==> config.mk <==
export PLATFORM = sky130hd
export DESIGN_NAME = bsm_back
export DESIGN_NICKNAME = d
export VERILOG_FILES = /design/src/hw/rtl/bsm_pkg.sv /design/src/hw/rtl/bsm_back.sv
export SDC_FILE = /design/constraint.sdc
export NUM_CORES = 1
export LEC_CHECK = 0
export BUFFER_PORTS_ARGS = -buffer_cell sky130_fd_sc_hd__buf_2
export CORE_ASPECT_RATIO = 1.25
export CORE_MARGIN = 4
export CORE_UTILIZATION = 35
export DETAILED_ROUTE_END_ITERATION = 10
export PLACE_DENSITY = 0.78
export SLEW_MARGIN = 20
export SYNTH_ARGS = -nofsm -noshare
export SYNTH_HDL_FRONTEND = slang
export SYNTH_SLANG_ARGS = --single-unit
export TNS_END_PERCENT = 5
==> constraint.sdc <==
create_clock -name clk -period 1.9 [get_ports clk]
set_input_delay 0.38 -clock clk [delete_from_list [all_inputs] [get_ports clk]]
set_output_delay 0.38 -clock clk [all_outputs]
set_load 0.02 [all_outputs]
==> src/hw/rtl/bsm_pkg.sv <==
// ----------------------------------------------------------------------------
// bsm_pkg
// Shared types and constants for the 3x3 RGB box smoothing filter.
// ----------------------------------------------------------------------------
package bsm_pkg;

  localparam int MAX_SIDE   = 1024;
  localparam int SIDE_MIN   = 2;
  localparam int SIDE_RESET = 32;
  localparam int SIDE_W     = 11;
  localparam int COL_W      = $clog2(MAX_SIDE);

  localparam int CH_W  = 16;
  localparam int NCH   = 3;
  localparam int PIX_W = NCH * CH_W;
  localparam int NWIN  = 3;

  // 9 * (2^CH_W - 1) fits
  localparam int SUM_W    = CH_W + 4;
  localparam int RECIP_W  = 23;
  localparam int RECIP_SH = 24;
  localparam int PROD_W   = SUM_W + RECIP_W;

  // ceil(2^24 / d); exact floor for sums below 2^20
  localparam logic [RECIP_W-1:0] RECIP_DIV4 = RECIP_W'(4194304);
  localparam logic [RECIP_W-1:0] RECIP_DIV6 = RECIP_W'(2796203);
  localparam logic [RECIP_W-1:0] RECIP_DIV9 = RECIP_W'(1864136);

  localparam int MAX_RES = 4;
  localparam int CNT_W   = 3;
  localparam int IDX_W   = 2;

  localparam int QDEPTH = 8;
  localparam int QPTR_W = $clog2(QDEPTH);
  localparam int CRED_W = $clog2(QDEPTH + 1);

  // [2] red, [1] green, [0] blue
  typedef logic [NCH-1:0][CH_W-1:0] pix_t;
  typedef logic [NCH-1:0][SUM_W-1:0] sum_t;

  typedef struct packed {
    logic i_ge1;
    logic i_ge2;
    logic i_last;
    logic j_ge1;
    logic j_ge2;
    logic j_last;
  } pos_t;

  typedef struct packed {
    logic [CNT_W-1:0]       cnt;
    logic                   corner;
    pix_t [MAX_RES-1:0]     slot;
  } grp_t;

  function automatic logic [RECIP_W-1:0] recip_sel(input logic three_rows,
                                                   input logic three_cols);
    logic [RECIP_W-1:0] r;
    if (three_rows && three_cols) begin
      r = RECIP_DIV9;
    end else if (three_rows || three_cols) begin
      r = RECIP_DIV6;
    end else begin
      r = RECIP_DIV4;
    end
    return r;
  endfunction

endpackage

==> src/hw/rtl/bsm_back.sv <==
// ----------------------------------------------------------------------------
// bsm_back
// Output side: walks each queued group and presents one result item per
// cycle, while out_ready allows, through an output register.
// ----------------------------------------------------------------------------
module bsm_back import bsm_pkg::*; (
  input  logic            clk,
  input  logic            rst_n,
  input  logic            head_vld,
  input  grp_t            head,
  output logic            pop,
  output logic            out_valid,
  input  logic            out_ready,
  output logic [CH_W-1:0] out_red,
  output logic [CH_W-1:0] out_green,
  output logic [CH_W-1:0] out_blue,
  output logic            out_run_last,
  output logic            out_frame_last
);

  logic             out_valid_r;
  pix_t             out_pix_r;
  logic             run_last_r, frame_last_r;
  logic [IDX_W-1:0] idx_r;
  logic             load, last, take;

  assign load = !out_valid_r || out_ready;
  assign last = (CNT_W'(idx_r) + CNT_W'(1)) == head.cnt;
  assign take = head_vld && load && (head.cnt != '0);
  assign pop  = head_vld && load && ((head.cnt == '0) || last);

  always_ff @(posedge clk) begin
    if (!rst_n) begin
      out_valid_r <= 1'b0;
      idx_r       <= '0;
    end else begin
      if (take) begin
        out_valid_r <= 1'b1;
        idx_r       <= last ? '0 : idx_r + IDX_W'(1);
      end else if (out_ready) begin
        out_valid_r <= 1'b0;
      end
    end
  end

  always_ff @(posedge clk) begin
    if (take) begin
      out_pix_r    <= head.slot[idx_r];
      run_last_r   <= last;
      frame_last_r <= last && head.corner;
    end
  end

  assign out_valid      = out_valid_r;
  assign out_red        = out_pix_r[2];
  assign out_green      = out_pix_r[1];
  assign out_blue       = out_pix_r[0];
  assign out_run_last   = run_last_r;
  assign out_frame_last = frame_last_r;

  a_frame_ends_run: assert property (@(posedge clk) disable iff (!rst_n)
    (out_valid_r && frame_last_r) |-> run_last_r)
    else $error("frame end not at end of run");

  a_idx_in_group: assert property (@(posedge clk) disable iff (!rst_n)
    (head_vld && (head.cnt != '0)) |-> (CNT_W'(idx_r) < head.cnt))
    else $error("slot index beyond group");

endmodule
==> impl_metrics.toml, run 1 <==
[status]
status = "finished with violations"
violations = "negative setup slack"

[setup_path]
cp-start-kind = "flop"
crit_arrival_ns = 1.61
cp-end-kind = "output pin"
critPathRequiredTime_ns = 1.52
critPathMaxFanout = 3
crit_type = "reg -> out"

[power]
p_int_uw = 2210
leakagePower_uw = 0.00191
p_total_uw = 3060
seq_power_share = 0.481
ir_drop_v = 0.000340
combinationalPowerShare = 0.319
clkPwrFrac = 0.200
switching_power_uw = 845
cellPowerDensity_nw_per_um2 = 693
swShare = 0.276

[synthesis]
synth_top_area_cell = "edfxtp_1"
synth_area_sq_um = 2940
synth_seq_area_share = 0.531
synth_nets = 334
ys.flop_type = "edfxtp_1"
synth_area_leaders = "edfxtp_1 51%, mux4_2 37%, buf_12 3.4%, dfxtp_1 2.0%, buf_2 0.68%"
synth-seq-cells = 53
synth_cells = 133
ys_warn_count = 0
synth_cell_type_count = 23
synth_edf_count = 50
synth_area_per_cell_sq_um = 22.1
synth_top_area_frac = 0.510
async_flop_share = 0

[clocking]
clock_sinks = 53
path_clk_slew_ns = 0.09
clock_path_buffers = 2
numCtsBuffers = 5
cts_tree = "built"
insertion_delay_ns = 0.30
h-tree-depth = 2
cts_root_buf = "clkbuf_8"

[placed_design]
pre_cts_ws_ns = 0.134
numPortBuffers = 251
place.gp.congestion = 0.861
dpl.hpwl_um = 8700

[final_layout]
multi_input_area_sq_um = 1290
post-route-util = 0.539
nets = 589
area_growth_pct = 50.0
nFillCells = 704
drive_gt1_frac = 0.833
n_antenna_cell = 0
seq_area_sq_um = 1570

[sta]
setup_viol = 1
slew_viol_final = 0
finalCritPeriodShare = 1.05
worst_slew_pin_slew_ns = 0.617
max_clock_freq_mhz = 503
fin_skew_ns = 0.0114
tns_ns = -0.0863
finalHoldViolCount = 0
max_slew_margin = 0.589
period_needed_ns = 1.99
rsz0062_at_grt = "true"
setup_slack_ns = -0.0863

[floorplan]
die_x_um = 90.0
die_area_sq_um = 9950
io_pins = 252
core_area_sq_um = 8190
dieHeight_um = 111
rows = 37
initial_utilization = 0.359

[drt]
drtIter0Drc = 82
first_pass_iters = 4
antenna_left = 0
viasPerCell = 5.12
vias = 2486
wl_um = 10000
drc = 0
wl_per_cell_um = 20.6

[global_route]
grt_max_degree = 53
antenna_found_initial = 0
grt_overflow_total = 0
grt_pass1_wl_um = 14900
first_global_vias = 2708
grt_use_total = 0.198

[job]
cap_violations = 0

[worst_hold_path]
hold_class = "in -> reg"
[worst max-delay path, stage by stage, from the launching register on]
cell and delay, ns:
dfxtp_4 0.37, ha_4 0.16, xor2_2 0.19, o31ai_2 0.24, and3_1 0.21, buf_6 0.12
[cells in the mapped netlist (2+ instances only)]
library cell / count
dfxtp_1: 3
nand2_1: 2
buf_2: 4
buf_12: 5
nand4_1: 2
mux4_2: 48
xor2_1: 2
and2_1: 2
o22ai_1: 2
edfxtp_1: 50
[routing by layer]
metal	vias to the layer above	GRT usage	part of all wire
met2	151	0.368	0.55
li1	1106	-	-
met1	1208	0.209	0.34
met5	-	0	0
met3	21	0.0579	0.079
met4	0	0.0766	0.030
[cells by family (layout without fill, tap and decap cells)]
group | Yosys count | count (layout) | synth area share
xor+xnor | 3 | 3 | 0.0115
compound gates | 4 | 4 | 0.00935
buf+inv | 12 | 268 | 0.0485
fa+ha+maj | 1 | 1 | 0.00425
mux | 48 | 48 | 0.367
simple gates | 12 | 12 | 0.0285
flops | 53 | 53 | 0.531
[registers in the layout, indices dropped and copies added, names as in the netlist]
register        flops
out_green          16
out_blue           16
out_frame_last      1
idx_r               2
out_red            16
out_valid           1
out_run_last        1
[repair_timing]
item / CTS / global route
endpoints found under the setup margin: 1 / 1
pin swaps: 4 / 2
resized for setup: 5 / 3
buffers inserted: 1 / 0
hold buffers: 0 / 0
[metrics by stage]
stage          std cells  hold WS, ns  instance area [sq um]
2_1_floorplan        133        0.534                   2960
3_3_place_gp         477        0.651                   4270
3_5_place_dp         477        0.653                   4270
4_1_cts              486        0.336                   4390
5_1_grt              486        0.356                   4410
6_report             486        0.361                   4410
[cell type report]
| class | count | share of cell area |
|---|---|---|
| well taps | 97 | 0.0275 |
| repair buffers | 259 | 0.303 |
| clock buffers | 7 | 0.0173 |
| multi-input cells | 68 | 0.293 |
| flip-flops and latches | 53 | 0.355 |
| clock inverters | 1 | 0.00170 |
| inverters | 1 | 0.00170 |
[power groups by stage]
stage / Combinational [uW] / Sequential, uW / Clock, uW
CTS: 981 / 1470 / 645
floorplan: 468 / 1640 / 0
global placement: 940 / 1500 / 0
finish: 977 / 1470 / 611
detailed placement: 963 / 1500 / 0
global route: 1040 / 1480 / 688
[path summary, 6_finish.rpt]
path,startpoint,endpoint,slack [ns],depth (start not counted)
setup / recovery,idx_r[0],pop,-0.09,5
hold / removal,rst_n,idx_r[0],0.36,3
setup reg to reg,idx_r[0],out_red[13],0.18,3
hold reg to reg,out_valid,out_valid,0.66,2
[layout by cell type, fill, tap and decap left out, drive strengths merged, types with 2 or more instances in the layout]
cell	Yosys	routed
nand4	2	2
mux4	48	48
edfxtp	50	50
dfxtp	3	3
nand2	2	2
o22ai	2	2
buf	11	259
and2	2	2
clkbuf	0	7
xor2	2	2
clkinvlp	0	2
(Power assumes the default switching activity.)
==> inputs of run 2 (changes only) <==
PLACE_DENSITY = 0.85   (was 0.78)
==> run 2 against run 1 <==
Compared with the run above: the run still ends with negative setup slack left; power shrank 1.1%; cell count grew 0.21%; critical path depth is the same; die area stayed put; largest power group unchanged; largest cell class unchanged; worst hold slack improved by 0.015 ns; fmax grew 2.0%; core utilization decreased by 0.20 points; clock-buffer cell count fell by 2.
==> impl_metrics.toml, run 2 (synthesized netlist as in run 1, its figures left out) <==
[global_route]
antenna_found_initial = 1
grt_pass1_wl_um = 14400
grt_max_degree = 50
first_global_vias = 2776
grt_overflow_total = 0
grt_use_total = 0.185

[floorplan]
io_pins = 252
die_x_um = 90.0
rows = 37
initial_utilization = 0.359
core_area_sq_um = 8190
dieHeight_um = 111
die_area_sq_um = 9950

[setup_path]
r2r_slack_ns = 0.13
critPathRequiredTime_ns = 1.52
cpLargestDelayFamily = "flip-flops"
critPathMaxStageDelay_ns = 0.37
slowest_stage = "dfxtp_4"
crit_type = "reg -> out"
critPathMaxFanout = 2
timing.critical_path.cells = "ha_4, xor2_2, o31ai_1, and3_1, buf_6"
cp-end-kind = "output pin"
cp-start-kind = "flop"
crit_arrival_ns = 1.57
critPathBufInv = 1

[drt]
vias = 2494
first_pass_iters = 4
antenna_left = 0
wl_um = 9180
viasPerCell = 5.12
wl_per_cell_um = 18.8
drc = 0
drtIter0Drc = 69

[placed_design]
pre_cts_ws_ns = 0.151
place.gp.congestion = 0.859
numPortBuffers = 251
dpl.hpwl_um = 7730
dpl_cell_area_sq_um = 4250

[status]
status = "finished with violations"
violations = "negative setup slack"

[clocking]
numCtsBuffers = 5
cts_tree = "built"
h-tree-depth = 2
path_clk_slew_ns = 0.09
postCtsHoldBufs = 0
clock_sinks = 53
clock_path_buffers = 2
cts_root_buf = "clkbuf_8"
insertion_delay_ns = 0.30

[sta]
finalCritPeriodShare = 1.02
setup_viol = 1
slew_viol_final = 0
rsz0062_at_grt = "true"
setup_slack_ns = -0.0472
max_clock_freq_mhz = 514
fin_skew_ns = 0.00274
max_slew_margin = 0.577
period_needed_ns = 1.95
finalHoldViolCount = 0
worst_slew_pin_slew_ns = 0.635
hold-worst-slack_ns = 0.377

[final_layout]
final_common_cell = "buf_2"
n_antenna_cell = 0
nets = 590
stdcell_area_sq_um = 4400
area_growth_pct = 49.4
post-route-util = 0.537
final_cell_mix = "250 x buf_2, 50 x edfxtp_1, 48 x mux4_2, 9 x buf_4, 5 x clkbuf_8"
drive_gt1_frac = 0.831

[power]
p_total_uw = 3020
cellPowerDensity_nw_per_um2 = 688
ir_drop_v = 0.000446
leakagePower_uw = 0.00191

[worst_hold_path]
hold_class = "in -> reg"

[job]
cap_violations = 0
run 2: layout make-up:
cell class | instances | area (sq um)
clock buffer | 5 | 68.8
sequential | 53 | 1570
tap | 97 | 121
clock inverter | 3 | 12.5
timing repair buffer | 260 | 1330
inverter | 1 | 7.51
fill | 716 | 3800
multi-input combinational | 68 | 1290
run 2: through the flow:
stage	std cells	TNS (ns)
6_report	487	-0.0472
5_1_grt	487	-0.101
4_1_cts	486	-0.0509
3_5_place_dp	476	0
3_3_place_gp	476	0
2_1_floorplan	133	-3.78
run 2: routing by layer:
layer	global-route usage	share of wire	up-vias	wire length, um
li1	-	-	1108	-
met1	0.192	0.33	1217	3060
met2	0.350	0.56	146	5120
met3	0.0518	0.081	21	741
met4	0.0674	0.026	2	241
met5	0	0.0014	-	13
run 2: final timing paths:
| kind | end | from | cells after the start |
|---|---|---|---|
| worst min-delay path | idx_r[1] | rst_n | 3 |
| worst min register to register | out_valid | out_valid | 2 |
| worst max register to register | out_blue[3] | idx_r[0] | 3 |
| worst max-delay path | pop | idx_r[0] | 5 |
run 2: worst register-to-register path: stages, from the launching register on:
cell and delay (ns):
dfxtp_4 0.37, buf_4 0.13, buf_4 0.42, mux4_2 0.60
run 2: power breakdown:
part / internal [uW] / switching (uW)
clock network: 249 / 353
registers: 1440 / 30.6
logic: 507 / 448
total: 2190 / 832
run 2: timing repair:
item                                    CTS  global route
setup buffers                             2             1
resized for setup                         5             1
pin swaps                                 4             4
cloned                                    0             0
endpoints found under the hold margin     0             0
endpoints found under the setup margin    1             1
==> inputs of run 3 (changes only) <==
REMOVE_ABC_BUFFERS = 1   (was default)
==> run 3 against run 2 <==
Compared with the run above: the flow still finishes with violations (negative setup slack); critical path depth did not move; combinational power fell by 2%; worst hold slack got worse by 0.019 ns; sequential share of layout area rose by 0.29 points; via count fell by 0.96%; clock skew rose by 0.0025 ns; cell count fell by 0.21%; clock power barely moved; sequential power barely moved; clock-buffer cell count did not move; critical endpoint unchanged; highest routed layer unchanged.
==> impl_metrics.toml, run 3 (synthesized netlist as in run 1, its figures left out) <==
[clocking]
insertion_delay_ns = 0.31
h-tree-depth = 2
cts_tree = "built"
clock_sinks = 53
numCtsBuffers = 5
clock_path_buffers = 2
postCtsHoldBufs = 0
cts_root_buf = "clkbuf_8"
path_clk_slew_ns = 0.09

[final_layout]
nFillCells = 699
drive_gt1_frac = 0.830
area_growth_pct = 48.2
stdcell_count = 486
stdcell_area_sq_um = 4360
final_common_cell = "buf_2"
nets = 588
final_cell_mix = "250 x buf_2, 50 x edfxtp_1, 48 x mux4_2, 7 x buf_4, 5 x clkbuf_8"

[power]
switching_power_uw = 830
leakagePower_uw = 0.00190
combinationalPowerShare = 0.312
p_total_uw = 3010
p_int_uw = 2180
swShare = 0.276
seq_power_share = 0.487
ir_drop_v = 0.000442
clkPwrFrac = 0.201
cellPowerDensity_nw_per_um2 = 690

[sta]
fin_skew_ns = 0.00520
setup_viol = 1
slew_viol_final = 0
rsz0062_at_grt = "true"
setup_slack_ns = -0.0600
finalCritPeriodShare = 1.03
period_needed_ns = 1.96
max_slew_margin = 0.575
finalHoldViolCount = 0
worst_slew_pin_slew_ns = 0.637
hold-worst-slack_ns = 0.358
max_clock_freq_mhz = 510

[floorplan]
die_area_sq_um = 9950
rows = 37
initial_utilization = 0.359
io_pins = 252
dieHeight_um = 111
core_area_sq_um = 8190
die_x_um = 90.0

[setup_path]
crit_arrival_ns = 1.58
critPathMaxFanout = 2
cp-end-kind = "output pin"
crit_type = "reg -> out"
cp-start-kind = "flop"
critPathRequiredTime_ns = 1.52

[drt]
vias = 2470
wl_per_cell_um = 18.8
drc = 0
wl_um = 9150
drtIter0Drc = 69
antenna_left = 0
viasPerCell = 5.08
first_pass_iters = 4

[global_route]
antenna_found_initial = 3
first_global_vias = 2826
grt_pass1_wl_um = 14100
grt_use_total = 0.184
grt_overflow_total = 0
grt_max_degree = 50

[placed_design]
dpl_cell_area_sq_um = 4230
dpl.hpwl_um = 7580
place.gp.congestion = 0.822
numPortBuffers = 251
dp.cells = 476
pre_cts_ws_ns = 0.131

[job]
cap_violations = 0

[status]
status = "finished with violations"
violations = "negative setup slack"

[worst_hold_path]
hold_class = "in -> reg"
-- run 3: layout make-up --
cell class,instances,area [sq um],area share
Antenna cell,1,2.50,0.000574
Clock buffer,5,68.8,0.0158
Clock inverter,3,12.5,0.00287
Inverter,1,3.75,0.000861
Multi-Input combinational cell,68,1270,0.291
Sequential cell,53,1570,0.359
Tap cell,97,121,0.0278
Timing Repair Buffer,258,1320,0.301
-- run 3: routing by layer --
metal / track usage / share of wire / vias up
met4: 0.0746 / 0.031 / 4
met1: 0.177 / 0.33 / 1190
met5: 0 / 0.0028 / -
met2: 0.339 / 0.54 / 144
li1: - / - / 1105
met3: 0.0790 / 0.099 / 27
-- run 3: what timing repair did --
action / 4_1_cts / 5_1_grt
endpoints found under the hold margin: 0 / 0
setup endpoints to repair: 1 / 1
setup buffers: 1 / 0
gates resized for setup: 4 / 2
pin swaps: 4 / 2
-- run 3: worst paths after layout --
kind         slack, ns       from        endpoint  cells past startpoint
max              -0.06   idx_r[0]             pop                      5
min               0.36  head[192]  out_frame_last                      2
max reg2reg       0.12   idx_r[0]   out_green[12]                      3
min reg2reg       0.64  out_valid       out_valid                      2
-- run 3: stage by stage --
stage | setup TNS [ns] | utilization
6_report | -0.0600 | 0.532
5_1_grt | -0.135 | 0.532
4_1_cts | -0.119 | 0.530
3_5_place_dp | 0 | 0.516
3_3_place_gp | 0 | 0.516
2_1_floorplan | -73.28 | -
-- run 3: power by group through the flow --
stage / Clock [uW] / Sequential, uW / Combinational, uW
2_1_floorplan: 0 / 1710 / 340
3_3_place_gp: 0 / 1490 / 901
3_5_place_dp: 0 / 1490 / 930
4_1_cts: 636 / 1470 / 946
5_1_grt: 682 / 1480 / 1010
6_report: 606 / 1470 / 938
-- run 3: worst max-delay path, cell delays in order, from the launching register on --
cell and delay [ns]:
dfxtp_4 0.36, ha_4 0.17, xor2_2 0.20, o31ai_2 0.23
and3_1 0.20, buf_6 0.12
